--- src/rtl/core/pft_pkg.sv ---
package pft_pkg;

  // Operation codes carried in the op field
  localparam logic [1:0] OP_ASSIGN  = 2'd0;
  localparam logic [1:0] OP_EVICT   = 2'd1;
  localparam logic [1:0] OP_RELEASE = 2'd2;
  localparam logic [1:0] OP_LOOKUP  = 2'd3;

  // Result status codes
  localparam logic [1:0] ST_OK    = 2'd0;
  localparam logic [1:0] ST_RANGE = 2'd1;
  localparam logic [1:0] ST_EMPTY = 2'd2;

  // Commands from the controller to the datapath
  typedef struct packed {
    logic load;         // latch the incoming item
    logic clr_wr;       // clearing write after reset
    logic set_range;    // report frame out of range
    logic set_empty;    // report empty queue on evict
    logic asg;          // record owner and append to ring
    logic pop;          // pop ring head
    logic ev_rd;        // read frame entry of the victim
    logic ev_wr;        // free the victim
    logic lk_rd;        // read frame entry for lookup
    logic lk_dat;       // capture lookup owner
    logic scan_init;    // start free search above the assigned frame
    logic scan;         // free search step
    logic rel1_init;    // start release sweep over frames
    logic rel1;         // release sweep step
    logic rel2_init;    // start ring compaction
    logic rel2;         // compaction step
    logic rel2_commit;  // swap ring banks and load pointers
    logic head_rd;      // read ring head
    logic head_wt;      // capture ring head
    logic out_load;     // load result register
  } pft_cmd_t;

  // Status from the datapath to the controller
  typedef struct packed {
    logic [1:0] op;
    logic       frame_bad;
    logic       ring_empty;
    logic       scan_trig;
    logic       clr_last;
    logic       scan_done;
    logic       rel1_done;
    logic       rel2_done;
  } pft_sts_t;

endpackage

--- src/rtl/core/pft_ram.sv ---
module pft_ram #(
  parameter int WIDTH = 8,
  parameter int DEPTH = 64,
  localparam int AW = $clog2(DEPTH)
) (
  input  logic             clk,
  input  logic             we,
  input  logic [AW-1:0]    waddr,
  input  logic [WIDTH-1:0] wdata,
  input  logic [AW-1:0]    raddr,
  output logic [WIDTH-1:0] rdata
);

  logic [WIDTH-1:0] mem [DEPTH];

  // One write port, one registered read port
  always_ff @(posedge clk) begin
    if (we) begin
      mem[waddr] <= wdata;
    end
    rdata <= mem[raddr];
  end

endmodule

--- src/rtl/core/pft_ctrl.sv ---
module pft_ctrl (
  input  logic              clk,
  input  logic              rst,
  input  logic              s_tvalid,
  output logic              s_tready,
  output logic              m_tvalid,
  input  logic              m_tready,
  output pft_pkg::pft_cmd_t cmd,
  input  pft_pkg::pft_sts_t sts
);
  import pft_pkg::*;

  localparam logic [3:0] S_CLEAR    = 4'd0;
  localparam logic [3:0] S_IDLE     = 4'd1;
  localparam logic [3:0] S_DISPATCH = 4'd2;
  localparam logic [3:0] S_EV_RD    = 4'd3;
  localparam logic [3:0] S_EV_WR    = 4'd4;
  localparam logic [3:0] S_LK_RD    = 4'd5;
  localparam logic [3:0] S_LK_DAT   = 4'd6;
  localparam logic [3:0] S_REL1     = 4'd7;
  localparam logic [3:0] S_REL2     = 4'd8;
  localparam logic [3:0] S_SCAN     = 4'd9;
  localparam logic [3:0] S_HEAD_RD  = 4'd10;
  localparam logic [3:0] S_HEAD_WT  = 4'd11;
  localparam logic [3:0] S_FINISH   = 4'd12;

  logic [3:0] state;
  logic [3:0] state_next;

  // Sequence one item through its steps
  always_comb begin
    cmd        = '0;
    state_next = state;
    s_tready   = 1'b0;
    unique case (state)
      S_CLEAR: begin
        cmd.clr_wr = 1'b1;
        if (sts.clr_last) begin
          state_next = S_IDLE;
        end
      end
      S_IDLE: begin
        s_tready = 1'b1;
        if (s_tvalid) begin
          cmd.load   = 1'b1;
          state_next = S_DISPATCH;
        end
      end
      S_DISPATCH: begin
        unique case (sts.op)
          OP_ASSIGN: begin
            if (sts.frame_bad) begin
              cmd.set_range = 1'b1;
              state_next    = S_FINISH;
            end else if (sts.scan_trig) begin
              cmd.asg       = 1'b1;
              cmd.scan_init = 1'b1;
              state_next    = S_SCAN;
            end else begin
              cmd.asg    = 1'b1;
              state_next = S_HEAD_RD;
            end
          end
          OP_EVICT: begin
            if (sts.ring_empty) begin
              cmd.set_empty = 1'b1;
              state_next    = S_FINISH;
            end else begin
              cmd.pop    = 1'b1;
              state_next = S_EV_RD;
            end
          end
          OP_RELEASE: begin
            cmd.rel1_init = 1'b1;
            state_next    = S_REL1;
          end
          OP_LOOKUP: begin
            if (sts.frame_bad) begin
              cmd.set_range = 1'b1;
              state_next    = S_FINISH;
            end else begin
              state_next = S_LK_RD;
            end
          end
          default: state_next = S_FINISH;
        endcase
      end
      S_EV_RD: begin
        cmd.ev_rd  = 1'b1;
        state_next = S_EV_WR;
      end
      S_EV_WR: begin
        cmd.ev_wr  = 1'b1;
        state_next = S_HEAD_RD;
      end
      S_LK_RD: begin
        cmd.lk_rd  = 1'b1;
        state_next = S_LK_DAT;
      end
      S_LK_DAT: begin
        cmd.lk_dat = 1'b1;
        state_next = S_FINISH;
      end
      S_REL1: begin
        if (sts.rel1_done) begin
          cmd.rel2_init = 1'b1;
          state_next    = S_REL2;
        end else begin
          cmd.rel1 = 1'b1;
        end
      end
      S_REL2: begin
        if (sts.rel2_done) begin
          cmd.rel2_commit = 1'b1;
          state_next      = S_HEAD_RD;
        end else begin
          cmd.rel2 = 1'b1;
        end
      end
      S_SCAN: begin
        if (sts.scan_done) begin
          state_next = S_HEAD_RD;
        end else begin
          cmd.scan = 1'b1;
        end
      end
      S_HEAD_RD: begin
        cmd.head_rd = 1'b1;
        state_next  = S_HEAD_WT;
      end
      S_HEAD_WT: begin
        cmd.head_wt = 1'b1;
        state_next  = S_FINISH;
      end
      S_FINISH: begin
        if (!m_tvalid || m_tready) begin
          cmd.out_load = 1'b1;
          state_next   = S_IDLE;
        end
      end
      default: state_next = S_IDLE;
    endcase
  end

  // Hold state and the result valid flag
  always_ff @(posedge clk) begin
    if (rst) begin
      state    <= S_CLEAR;
      m_tvalid <= 1'b0;
    end else begin
      state <= state_next;
      if (cmd.out_load) begin
        m_tvalid <= 1'b1;
      end else if (m_tready) begin
        m_tvalid <= 1'b0;
      end
    end
  end

  a_one_item: assert property (@(posedge clk) disable iff (rst)
    (s_tvalid && s_tready) |=> !s_tready)
    else $error("second item taken while one is in flight");

  a_no_overwrite: assert property (@(posedge clk) disable iff (rst)
    cmd.out_load |-> (!m_tvalid || m_tready))
    else $error("pending result overwritten");

  a_clear_quiet: assert property (@(posedge clk) disable iff (rst)
    (state == S_CLEAR) |-> (!m_tvalid && !s_tready))
    else $error("channel active during clearing pass");

endmodule

--- src/rtl/core/pft_dp.sv ---
module pft_dp #(
  parameter int NUM_FRAMES = 64,
  parameter int PROC_BITS  = 8,
  parameter int PAGE_BITS  = 10,
  localparam int FW     = $clog2(NUM_FRAMES),
  localparam int CW     = $clog2(NUM_FRAMES + 1),
  localparam int IN_W   = 2 + FW + PROC_BITS + PAGE_BITS,
  localparam int IN_DW  = ((IN_W + 7) / 8) * 8,
  localparam int OUT_W  = 2 + FW + 1 + PROC_BITS + PAGE_BITS + 1 + FW + 1 + FW + CW,
  localparam int OUT_DW = ((OUT_W + 7) / 8) * 8
) (
  input  logic              clk,
  input  logic              rst,
  input  logic [IN_DW-1:0]  s_tdata,
  output logic [OUT_DW-1:0] m_tdata,
  input  pft_pkg::pft_cmd_t cmd,
  output pft_pkg::pft_sts_t sts
);
  import pft_pkg::*;

  localparam int PB  = PROC_BITS;
  localparam int GB  = PAGE_BITS;
  localparam int EW  = 1 + PB + GB;
  localparam int RAW = FW + 1;
  localparam logic [CW-1:0] N_CW  = CW'(NUM_FRAMES);
  localparam logic [CW-1:0] N_M1  = CW'(NUM_FRAMES - 1);
  localparam logic [FW-1:0] LAST  = FW'(NUM_FRAMES - 1);

  function automatic logic [FW-1:0] wrap_inc(input logic [FW-1:0] x);
    return (x == LAST) ? '0 : x + 1'b1;
  endfunction

  // Latched item and result fields
  logic [1:0]    op_q;
  logic [FW-1:0] frame_q;
  logic [PB-1:0] proc_q;
  logic [GB-1:0] page_q;
  logic [1:0]    status_q;
  logic [FW-1:0] rframe;
  logic          ovalid;
  logic [PB-1:0] oproc;
  logic [GB-1:0] opage;

  // Ring pointers, free search and sweep state
  logic [FW-1:0] head;
  logic [FW-1:0] tail;
  logic [FW-1:0] walk;
  logic [CW-1:0] count;
  logic [CW-1:0] n;
  logic [CW-1:0] sw_idx;
  logic          bank;
  logic          found;
  logic [FW-1:0] ff;
  logic [FW-1:0] nv;
  logic          p1_vld;
  logic [FW-1:0] p1_idx;
  logic          p2_vld;
  logic [FW-1:0] p2_q;

  // Frame table memory: {free, proc, page}
  logic           f_we;
  logic [FW-1:0]  f_waddr;
  logic [EW-1:0]  f_wdata;
  logic [FW-1:0]  f_raddr;
  logic [EW-1:0]  f_rdata;
  logic           rd_free;
  logic [PB-1:0]  rd_proc;
  logic [GB-1:0]  rd_page;

  // Ring memory, two banks of one ring each
  logic           r_we;
  logic [RAW-1:0] r_waddr;
  logic [FW-1:0]  r_wdata;
  logic [RAW-1:0] r_raddr;
  logic [FW-1:0]  r_rdata;

  logic          issue;
  logic [CW-1:0] sweep_lim;
  logic          rel1_match;
  logic          now_free;
  logic          keep;
  logic [OUT_W-1:0] out_word;

  pft_ram #(.WIDTH(EW), .DEPTH(NUM_FRAMES)) u_frame_ram (
    .clk   (clk),
    .we    (f_we),
    .waddr (f_waddr),
    .wdata (f_wdata),
    .raddr (f_raddr),
    .rdata (f_rdata)
  );

  pft_ram #(.WIDTH(FW), .DEPTH(2 ** RAW)) u_ring_ram (
    .clk   (clk),
    .we    (r_we),
    .waddr (r_waddr),
    .wdata (r_wdata),
    .raddr (r_raddr),
    .rdata (r_rdata)
  );

  assign rd_free = f_rdata[EW-1];
  assign rd_proc = f_rdata[GB +: PB];
  assign rd_page = f_rdata[GB-1:0];

  // Sweep issue and per-entry decisions
  assign sweep_lim  = cmd.rel2 ? count : N_CW;
  assign issue      = (cmd.scan || cmd.rel1 || cmd.rel2) && (sw_idx < sweep_lim);
  assign rel1_match = p1_vld && !rd_free && (rd_proc == proc_q);
  assign now_free   = rd_free || rel1_match;
  assign keep       = cmd.rel2 && p2_vld && !rd_free;

  // Frame table write port
  always_comb begin
    f_we    = 1'b0;
    f_waddr = frame_q;
    f_wdata = {1'b1, rd_proc, rd_page};
    priority if (cmd.clr_wr) begin
      f_we    = 1'b1;
      f_waddr = sw_idx[FW-1:0];
      f_wdata = {1'b1, {(PB + GB){1'b0}}};
    end else if (cmd.asg) begin
      f_we    = 1'b1;
      f_wdata = {1'b0, proc_q, page_q};
    end else if (cmd.ev_wr) begin
      f_we    = 1'b1;
      f_waddr = rframe;
    end else if (cmd.rel1 && rel1_match) begin
      f_we    = 1'b1;
      f_waddr = p1_idx;
    end else begin
      f_we = 1'b0;
    end
  end

  // Frame table read address
  always_comb begin
    priority if (cmd.ev_rd) begin
      f_raddr = rframe;
    end else if (cmd.lk_rd) begin
      f_raddr = frame_q;
    end else if (cmd.rel2) begin
      f_raddr = r_rdata;
    end else begin
      f_raddr = sw_idx[FW-1:0];
    end
  end

  // Ring ports: append on assign, gather survivors into the other bank
  always_comb begin
    r_we    = 1'b0;
    r_waddr = {bank, tail};
    r_wdata = frame_q;
    if (cmd.asg) begin
      r_we = 1'b1;
    end else if (keep) begin
      r_we    = 1'b1;
      r_waddr = {~bank, n[FW-1:0]};
      r_wdata = p2_q;
    end
    r_raddr = cmd.head_rd ? {bank, head} : {bank, walk};
  end

  // Control registers
  always_ff @(posedge clk) begin
    if (rst) begin
      head   <= '0;
      tail   <= '0;
      walk   <= '0;
      count  <= '0;
      n      <= '0;
      sw_idx <= '0;
      bank   <= 1'b0;
      found  <= 1'b1;
      ff     <= '0;
      p1_vld <= 1'b0;
      p2_vld <= 1'b0;
    end else begin
      if (cmd.clr_wr) begin
        sw_idx <= sw_idx + 1'b1;
      end
      if (cmd.asg) begin
        tail <= wrap_inc(tail);
        if (count != N_CW) begin
          count <= count + 1'b1;
        end else begin
          head <= wrap_inc(tail);
        end
      end
      if (cmd.pop) begin
        head  <= wrap_inc(head);
        count <= count - 1'b1;
      end
      // Freed victim may become the lowest free frame
      if (cmd.ev_wr && (!found || (rframe < ff))) begin
        found <= 1'b1;
        ff    <= rframe;
      end
      if (cmd.scan_init) begin
        sw_idx <= CW'(frame_q) + 1'b1;
        found  <= 1'b0;
      end
      if (cmd.rel1_init) begin
        sw_idx <= '0;
        found  <= 1'b0;
      end
      if (cmd.rel2_init) begin
        sw_idx <= '0;
        walk   <= head;
        n      <= '0;
      end
      if (issue) begin
        sw_idx <= sw_idx + 1'b1;
        if (cmd.rel2) begin
          walk <= wrap_inc(walk);
        end
      end
      // Record the first free frame seen by a sweep
      if (((cmd.scan && rd_free) || (cmd.rel1 && now_free)) && p1_vld && !found) begin
        found <= 1'b1;
        ff    <= p1_idx;
      end
      if (keep) begin
        n <= n + 1'b1;
      end
      if (cmd.rel2_commit) begin
        bank  <= ~bank;
        head  <= '0;
        tail  <= (n == N_CW) ? '0 : n[FW-1:0];
        count <= n;
      end
      p1_vld <= issue;
      p2_vld <= cmd.rel2 && p1_vld;
    end
  end

  // Payload registers
  always_ff @(posedge clk) begin
    p1_idx <= sw_idx[FW-1:0];
    p2_q   <= r_rdata;
    if (cmd.load) begin
      op_q     <= s_tdata[1:0];
      frame_q  <= s_tdata[2 +: FW];
      proc_q   <= s_tdata[2 + FW +: PB];
      page_q   <= s_tdata[2 + FW + PB +: GB];
      status_q <= ST_OK;
      rframe   <= s_tdata[2 +: FW];
      ovalid   <= 1'b0;
      oproc    <= '0;
      opage    <= '0;
    end
    if (cmd.set_range) begin
      status_q <= ST_RANGE;
    end
    if (cmd.set_empty) begin
      status_q <= ST_EMPTY;
      rframe   <= '0;
    end
    if (cmd.pop) begin
      rframe <= nv;
    end
    if (cmd.ev_wr && !rd_free) begin
      oproc <= rd_proc;
      opage <= rd_page;
    end
    if (cmd.lk_dat && !rd_free) begin
      ovalid <= 1'b1;
      oproc  <= rd_proc;
      opage  <= rd_page;
    end
    if (cmd.head_wt) begin
      nv <= r_rdata;
    end
    if (cmd.out_load) begin
      m_tdata <= OUT_DW'(out_word);
    end
  end

  // Result word, highest field first
  assign out_word = {count,
                     (count != '0) ? nv : {FW{1'b0}},
                     (count != '0),
                     found ? ff : {FW{1'b0}},
                     found,
                     opage, oproc, ovalid, rframe, status_q};

  // Status to the controller
  assign sts.op         = op_q;
  assign sts.frame_bad  = (CW'(frame_q) >= N_CW);
  assign sts.ring_empty = (count == '0);
  assign sts.scan_trig  = found && (frame_q == ff);
  assign sts.clr_last   = (sw_idx == N_M1);
  assign sts.scan_done  = found || ((sw_idx >= N_CW) && !p1_vld);
  assign sts.rel1_done  = (sw_idx >= N_CW) && !p1_vld;
  assign sts.rel2_done  = (sw_idx >= count) && !p1_vld && !p2_vld;

  a_count_range: assert property (@(posedge clk) disable iff (rst)
    count <= N_CW)
    else $error("ring count above frame count");

  a_assign_in_range: assert property (@(posedge clk) disable iff (rst)
    cmd.asg |-> !sts.frame_bad)
    else $error("ring append of an out-of-range frame");

  a_commit: assert property (@(posedge clk) disable iff (rst)
    cmd.rel2_commit |=> ((head == '0) && (count == $past(n))))
    else $error("compaction commit lost the survivor count");

endmodule

--- src/rtl/core/page_frame_table_fifo.sv ---
// Channel  Dir  Fields (low bit first)
// s_*      in   op, frame, proc_id, page_num
// m_*      out  status, result_frame, owner_valid, owner_proc, owner_page,
//               free_found, first_free, victim_found, next_victim, queue_count
//
// After reset a clearing pass marks every frame free; s_tready stays low
// until it ends. One item at a time; the frame table RAM has one read
// port, so sweeps go one frame per cycle. Assign searches the frame table
// above the assigned frame for the next free one when it takes the lowest
// free frame. Release makes one sweep over the frame table, then one over
// the ring entries. A new item is taken while a result waits in the
// output register; the next result waits until that one is taken.
module page_frame_table_fifo #(
  parameter int NUM_FRAMES = 64,
  parameter int PROC_BITS  = 8,
  parameter int PAGE_BITS  = 10,
  localparam int FW     = $clog2(NUM_FRAMES),
  localparam int CW     = $clog2(NUM_FRAMES + 1),
  localparam int IN_W   = 2 + FW + PROC_BITS + PAGE_BITS,
  localparam int IN_DW  = ((IN_W + 7) / 8) * 8,
  localparam int OUT_W  = 2 + FW + 1 + PROC_BITS + PAGE_BITS + 1 + FW + 1 + FW + CW,
  localparam int OUT_DW = ((OUT_W + 7) / 8) * 8
) (
  input  logic              clk,
  input  logic              rst,
  input  logic              s_tvalid,
  output logic              s_tready,
  // op, frame, proc_id, page_num
  input  logic [IN_DW-1:0]  s_tdata,
  output logic              m_tvalid,
  input  logic              m_tready,
  // status, result_frame, owner_valid, owner_proc, owner_page, free_found,
  // first_free, victim_found, next_victim, queue_count
  output logic [OUT_DW-1:0] m_tdata
);
  import pft_pkg::*;

  pft_cmd_t cmd;
  pft_sts_t sts;

  pft_ctrl u_ctrl (
    .clk      (clk),
    .rst      (rst),
    .s_tvalid (s_tvalid),
    .s_tready (s_tready),
    .m_tvalid (m_tvalid),
    .m_tready (m_tready),
    .cmd      (cmd),
    .sts      (sts)
  );

  pft_dp #(
    .NUM_FRAMES (NUM_FRAMES),
    .PROC_BITS  (PROC_BITS),
    .PAGE_BITS  (PAGE_BITS)
  ) u_dp (
    .clk     (clk),
    .rst     (rst),
    .s_tdata (s_tdata),
    .m_tdata (m_tdata),
    .cmd     (cmd),
    .sts     (sts)
  );

endmodule
--- config.mk ---
export PLATFORM = sky130hd
export DESIGN_NAME = page_frame_table_fifo
export DESIGN_NICKNAME = d
export VERILOG_FILES = /design/src/rtl/core/pft_pkg.sv /design/src/rtl/core/pft_ram.sv /design/src/rtl/core/pft_ctrl.sv /design/src/rtl/core/pft_dp.sv /design/src/rtl/core/page_frame_table_fifo.sv
export SDC_FILE = /design/constraint.sdc
export NUM_CORES = 2
export LEC_CHECK = 0
export BUFFER_PORTS_ARGS = -buffer_cell sky130_fd_sc_hd__buf_2
export CORE_MARGIN = 4
export CORE_UTILIZATION = 45
export DETAILED_ROUTE_END_ITERATION = 8
export GPL_TIMING_DRIVEN = 0
export MAX_ROUTING_LAYER = met4
export SETUP_SLACK_MARGIN = 0.4
export SLEW_MARGIN = 20
export SYNTH_ARGS = -nofsm -noshare
export SYNTH_HDL_FRONTEND = slang
export SYNTH_SLANG_ARGS = --single-unit
--- constraint.sdc ---
create_clock -name clk -period 5.03 [get_ports clk]
set_input_delay 0.503 -clock clk [delete_from_list [all_inputs] [get_ports clk]]
set_output_delay 0.503 -clock clk [all_outputs]
set_load 0.05 [all_outputs]
# After elaboration in Yosys (flattened, before gate mapping)
# Memories as Yosys holds them, arrays and structs flattened. A register that Yosys moved wholly into a read port is not among the register bits.
# Cells that the tools add are included.
[op_classes]
n_eq_ne = 30
add_sub_neg = 8
order_cmp = 4
reduce_logical = 52
bitwise_logic = 1
muxes = 107
[op_table]
columns = ["cell", "count"]
rows = [
  ["two-way mux 6 bit", 27],
  ["two-way mux 7 bit", 14],
  ["case mux 4 bit (12 select lines)", 1],
  ["two-way mux 1 bit", 43],
  ["two-way mux 19 bit", 2],
  ["two-way mux 10 bit", 3],
  ["two-way mux 4 bit", 7],
  ["two-way mux 8 bit", 3],
  ["adder 7 x 1 -> 7 bit, second input constant", 3],
  ["== test 4 bit, second input constant", 5],
  ["adder 6 x 1 -> 6 bit, second input constant", 3],
  ["== test 6 bit, second input constant", 3],
  ["logical AND 1 bit", 18],
  ["== test 4 x 3 -> 1 bit, second input constant", 4],
  ["case mux 4 bit (4 select lines)", 1],
  ["nonzero test 3 bit", 5],
  ["!= test 2 bit, second input constant", 6],
  ["nonzero test 2 bit", 6],
  ["two-way mux 2 bit", 5],
  ["== test 4 x 2 -> 1 bit, second input constant", 2],
  ["== test 8 bit", 1],
  ["adder 6 x 1 -> 7 bit, second input constant", 1],
  ["== test 7 x 6 -> 1 bit, second input constant", 1],
  ["== test 7 bit, second input constant", 1],
  ["other kinds (23)", 37],
]
[totals]
ramBits = 1984
inputBits = 36
memories = 2
register_bits = 173
[memory_table]
columns = ["memory", "words", "word_bits", "read_ports", "rd_ports_with_merged_regs", "wr", "line", "rtl"]
rows = [
  ["u_dp.u_frame_ram.mem", 64, 19, 1, 1, 1, "pft_ram.sv:14", "logic [WIDTH-1:0] mem [DEPTH];"],
  ["u_dp.u_ring_ram.mem", 128, 6, 1, 1, 1, "pft_ram.sv:14", ""],
]

# Depth between registers and ports, before layout
[logic_depth]
depth_word = 11
depth_mapped = 19
depth_no_buf = 17

# Hierarchy
# From an unflattened synthesis, not the netlist that was laid out.
[unflattened]
hier_cells = 4197
area_unflattened_um2 = 85823.6
[modules_own_cells]
columns = ["mod", "seq_area_each_um2", "cells_per_inst", "area_each_um2", "n_inst"]
rows = [
  ["pft_ram (u_dp.u_frame_ram)", 36895.4, 2028, 46870.0, 1],
  ["pft_ram (u_dp.u_ring_ram)", 23182.2, 1271, 29923.7, 1],
  ["pft_dp", 4404.2, 798, 8341.8, 1],
  ["pft_ctrl", 100.1, 100, 688.2, 1],
]

# Least setup slack after synthesis
# OpenSTA, ideal clock, no wires.
[synth_timing]
path_type = "register to register"
startpoint = "register u_ctrl.state[1]"
endpoint = "memory u_dp.u_frame_ram.mem[0][10] (netlist bit), data pin"
setup_ns = 0.548
stages_incl_launch_ff = 10
path_slack_ns = 0.405
path_buffers = 2
period_less_slack_ns = 4.625
arrival_time_ns = 4.077
path_cell_list = "dfxtp_1 -> buf_2 -> inv_1 -> nor2_1 -> nand3_1 -> nor2_1 -> inv_1 -> clkbuf_1 -> nand2_1 -> a21oi_1"
[synth_between]
elab_chain_cells = 4
word_cells_on_any_way = 6
cone_classes = "eq/ne (1); mux (4); reduce/logical (1)"
[synth_rtl]
columns = ["item", "line", "rtl"]
rows = [
  ["start: declaration", "pft_ctrl.sv:27", "logic [3:0] state;"],
  ["start signal: assignment", "pft_ctrl.sv:151", "state <= state_next;"],
  ["== test 4 x 2 -> 1 bit", "pft_ctrl.sv:35", "unique case (state)"],
  ["two-way mux 3 bit", "pft_ctrl.sv:35", ""],
  ["two-way mux 19 bit", "pft_dp.sv:122", "end else if (cmd.asg) begin"],
  ["two-way mux 19 bit *", "pft_dp.sv:118", "priority if (cmd.clr_wr) begin"],
  ["named net u_dp.f_wdata[10]", "pft_dp.sv:63", "logic [EW-1:0] f_wdata;"],
  ["end: declaration", "pft_ram.sv:14", ""],
]
# The timed path passes the listed nets; every way through them passes the cells marked *.

# Final worst setup path
[layout_timing]
startpoint = "register u_dp.sw_idx[0]"
endpoint = "register u_dp.u_frame_ram.rdata[15], read port of u_dp.u_frame_ram.mem"
[layout_between]
elab_chain_cells = 8
[layout_rtl]
columns = ["item", "line", "rtl"]
rows = [
  ["start: declaration", "pft_dp.sv:50", "logic [CW-1:0] sw_idx;"],
  ["start signal: assignment", "pft_dp.sv:180", "sw_idx <= sw_idx + 1'b1;"],
  ["start signal: assignment", "pft_dp.sv:200", "sw_idx <= CW'(frame_q) + 1'b1;"],
  ["start signal: assignment", "pft_dp.sv:213", "sw_idx <= sw_idx + 1'b1;"],
  [">= comparator 7 bit", "pft_dp.sv:295", "assign sts.rel2_done = (sw_idx >= count) && !p1_vld && !p2_vld;"],
  ["logical AND 1 bit (2 in series)", "pft_dp.sv:295", ""],
  ["two-way mux 1 bit", "pft_ctrl.sv:113", "if (sts.rel2_done) begin"],
  ["two-way mux 2 bit", "pft_ctrl.sv:35", ""],
  ["two-way mux 6 bit *", "pft_dp.sv:142", "end else if (cmd.rel2) begin"],
  ["two-way mux 6 bit *", "pft_dp.sv:140", "end else if (cmd.lk_rd) begin"],
  ["two-way mux 6 bit *", "pft_dp.sv:138", "priority if (cmd.ev_rd) begin"],
  ["end: declaration", "pft_ram.sv:11", "output logic [WIDTH-1:0] rdata"],
]
# Every way passes the cells marked *; elsewhere a longest branch is shown, timed or not.
# A chain may end at the register's enable or synchronous reset.

==> key figures <==
Outcome
  • Outcome: finished, final reports clean

Die
  • Die ar.: 0.2029 mm2
  • IO Count: 86
  • Die Span X: ~450 um
  • Initial Util: between 40% and 50%
  • Core region area: between 0.15 and 0.2 mm2
  • Die Y: around 450 um
  • Std cell rows: 162

Power and ir drop
  • Maximum VDD drop: 0.0003449 V
  • Power Dens Cells: around 580 mW/mm2
  • Power after layout: between 50 and 60 mW
  • Leak pwr: 34.91 nW

Worst setup path
  • Critical path arrival: roughly 5.4 ns
  • Number of cells on the worst reg-to-reg path: 16
  • Worst setup SP type: flip-flop
  • Reg-to-Reg Start: u_dp.sw_idx[0]$_SDFFE_PP0P_
  • Critical Path End Type: flip-flop
  • Critical path peak fanout: 10
  • CP required: between 5 and 6 ns
  • FF-to-FF setup slack: 0.32 ns
  • RR Endpoint: u_dp.u_frame_ram.rdata[15]$_DFF_P_
  • Critical path type: flip-flop to flip-flop

Clock tree
  • Clock Root Buffer: clkbuf_16
  • CTS buffer count: approximately 220
  • Max Root-Sink Buffers: 3
  • Clock latency on the worst-skew pair: about 0.85 ns
  • Clk sinks: 2,180
  • CTS H-Tree Depth: 4
  • CTS clk-pin slew, worst paths: 0.06 ns
  • CTS tree: built

Placed design
  • DP HPWL: ~180,000 um
  • Post-DP Area: approximately 0.094 mm2
  • Port-buffer cells: slightly below 80
  • Post-place setup slack: -1.173 ns
  • Placed Cells: roughly 8.2k
  • GPL Wtd Cong: a little under 1

Global routing
  • Vias in the first global route: around 50k
  • Initial antenna violation count: 10
  • Largest net degree at the start of global routing: 74
  • GR Util All Layers: 25.14%
  • First-pass GRT wire length: between 300,000 and 400,000 um
  • Total grt overflow: 0

Final layout
  • Area taken by multi-input logic gates: 0.02274 mm2
  • Layout Cells excl Fill: between 8k and 9k
  • Final layout net count: 5,906
  • Design area: between 0.1 and 0.15 mm2
  • Storage element area: 0.06454 mm2
  • # fillers: between 15k and 20k
  • Layout cells sized above 1: 21.62%
  • Area Overhead vs Synth: 16.32%
  • Post-layout util: a little over half

Flow run
  • Max_cap viols: 0

Synthesis
  • Area contributors post-synth: edfxtp_1, mux4_2, mux2i_1
  • Post-Syn Nets: 5,461
  • Async S/R FF share, synth: 0%
  • Register area share after synthesis: about three quarters
  • EDFF count, synth: roughly 2.1k
  • Primary FF master, synth: edfxtp_1
  • Yosys warns: 0
  • Post-synth top area share: between 70% and 80%
  • Syn Std Cell Area: 0.08810 mm2
  • Count of cell types in the netlist: just over 80
  • Flops & latches, synth: between 2k and 2.5k
  • Avg Cell Area, Syn: between 15 and 20 um2
  • Mapped Cells: 5,394
  • Post-synth top area cell: edfxtp_1

Timing
  • Final setup TNS: 0 ns
  • Fmax: 212.4 MHz
  • Fin Hold WS: 0.08248 ns
  • Actual slew at the worst max-slew pin: 1.022 ns
  • Rel. slew slack: between 30% and 40%
  • Final min period: approximately 4.7 ns
  • Finish-stage setup viols: 0
  • Final Hold Fails: 0
  • Final worst-path cycle share: 93.59%
  • RSZ-0062 raised after global routing: yes
  • Worst setup margin: 0.3225 ns
  • Final Max Slew Viols: 0
  • Clock skew: roughly 0.038 ns

Min path
  • Min-delay src: s_tdata[22]
  • Endpoint, Worst Hold: u_dp.page_q[6]$_DFFE_PP_
  • Hold path cells: 1
  • Worst hold path class: input port to flip-flop

Routing
  • Drt pass-1 iters: 6
  • DRC errors left: 0
  • Vias per cell: between 5 and 6
  • WL final: 251,200 um
  • Detailed Route Iter0 Violations: roughly 5.7k
  • ANT nets after route: 0
  • Via count: a little over 50k
  • Drt wl/cell: between 20 and 30 um
[repair_timing]
action | CTS | global route
setup buffers | 16 | 4
endpoints found under the setup margin | 1012 | 773
gates resized for setup | 108 | 78
hold buffers | 25 | 1
hold endpoints to repair | 32 | 1
pin swaps | 20 | 7
[where the power goes]
| part | total (mW) | internal [mW] | switching (mW) | leakage, nW |
|---|---|---|---|---|
| clock network | 16.0 | 9.10 | 6.87 | 3.41 |
| registers | 22.9 | 22.3 | 0.603 | 19.8 |
| logic | 20.1 | 7.06 | 13.0 | 11.7 |
| total | 59.0 | 38.5 | 20.5 | 34.9 |
[area by class of cell]
class / count / area share (%)
clock inverters: 138 / 1.214
inverters: 35 / 0.1282
clock buffers: 263 / 5.559
diodes: 19 / 0.04639
multi-input cells: 2857 / 22.19
flip-flops and latches: 2180 / 62.98
plain buffers: 322 / 1.691
repair buffers: 228 / 2.991
well taps: 2624 / 3.204
[worst max-delay path: stages, from the launching register on]
cell	delay, ns
dfxtp_4	0.42
inv_1	0.11
ha_1	0.29
nand2b_1	0.12
a2111oi_2	0.08
or3_1	0.35
buf_2	0.19
and2_1	0.15
buf_4	0.17
o311ai_4	0.52
buf_4	0.32
buf_2	0.30
a21oi_1	0.09
a22o_1	0.24
a211oi_2	0.38
nand3_1	0.11
o211ai_1	0.65
[registers in the layout, summed over array words and instances, names as in the netlist, 2 cells and up]
register,flops
u_dp.p2_q,6
u_ctrl.state,4
u_dp.sw_idx,7
u_dp.proc_q,8
u_dp.frame_q,6
u_dp.op_q,2
u_dp.n,7
u_dp.ff,6
u_dp.page_q,10
u_dp.opage,10
u_dp.tail,6
u_dp.m_tdata,47
u_dp.head,6
u_dp.walk,6
u_dp.u_frame_ram.rdata,19
u_dp.u_ring_ram.rdata,6
u_dp.nv,6
u_dp.oproc,8
u_dp.rframe,6
u_dp.u_ring_ram.mem,768
u_dp.u_frame_ram.mem,1216
u_dp.p1_idx,6
u_dp.count,7
[how the worst max path moves through the flow]
stage                                      start                               endpoint  depth (start not counted)
floorplan           u_ctrl.state[1]$_SDFFE_PP0P_  u_dp.u_frame_ram.mem[0][10]$_DFFE_PP_                          9
global route        u_ctrl.state[0]$_SDFFE_PP0P_  u_dp.u_frame_ram.mem[46][8]$_DFFE_PP_                         12
CTS                  u_dp.sw_idx[0]$_SDFFE_PP0P_     u_dp.u_frame_ram.rdata[13]$_DFF_P_                         15
global placement    u_ctrl.state[1]$_SDFFE_PP0P_  u_dp.u_frame_ram.mem[34][9]$_DFFE_PP_                          9
detailed placement   u_dp.sw_idx[0]$_SDFFE_PP0P_     u_dp.u_frame_ram.rdata[13]$_DFF_P_                         15
finish               u_dp.sw_idx[0]$_SDFFE_PP0P_     u_dp.u_frame_ram.rdata[15]$_DFF_P_                         16
[synthesized netlist by cell type, types with 25 or more instances]
library cell     n
and2_1          69
edfxtp_1      2087
a211oi_1        92
o22ai_1         98
and3_1          88
buf_1           26
nand2_1        663
clkbuf_1       143
nand3_1        117
a21oi_1        115
o211ai_1        41
dfxtp_1         93
o21ai_0        136
a311oi_1        41
ha_1            30
buf_4           53
buf_2           91
a22o_1          25
mux2i_1        387
o221a_2         37
inv_1           35
mux4_2         192
nor2_1         255
mux2_2         198
[placed cells by master (no fill, tap or decap), types with 51 or more instances in the layout]
| master | count |
|---|---|
| a211oi_1 | 83 |
| a21oi_1 | 95 |
| and2_1 | 69 |
| and3_1 | 88 |
| buf_2 | 153 |
| buf_4 | 69 |
| clkbuf_1 | 152 |
| clkbuf_16 | 220 |
| clkinv_2 | 51 |
| dfxtp_1 | 87 |
| edfxtp_1 | 2087 |
| mux2_2 | 198 |
| mux2i_1 | 386 |
| mux4_2 | 192 |
| nand2_1 | 648 |
| nand3_1 | 115 |
| nor2_1 | 188 |
| o21ai_0 | 108 |
| o22ai_1 | 90 |
[kinds of logic after synthesis]
logic type	count (synthesis)	synth area share (%)
flip-flops	2180	73.24
other	1	0.004256
AO/OA/AOI/OAI	717	5.649
buffers and inverters	357	1.953
adder cells (fa/ha/maj)	31	0.4488
XOR/XNOR	37	0.3678
multiplexers	778	11.85
AND/OR/NAND/NOR	1293	6.481
[per-layer routing]
metal  vias up  GRT usage, %  share of wire, %
li1      21990             -                 -
met1     25790         30.41                38
met2      2159         40.81                49
met3       579         3.945               6.7
met4         0         13.52               6.4
met5         -             -                 0
Power figures use the tool's default switching activity.
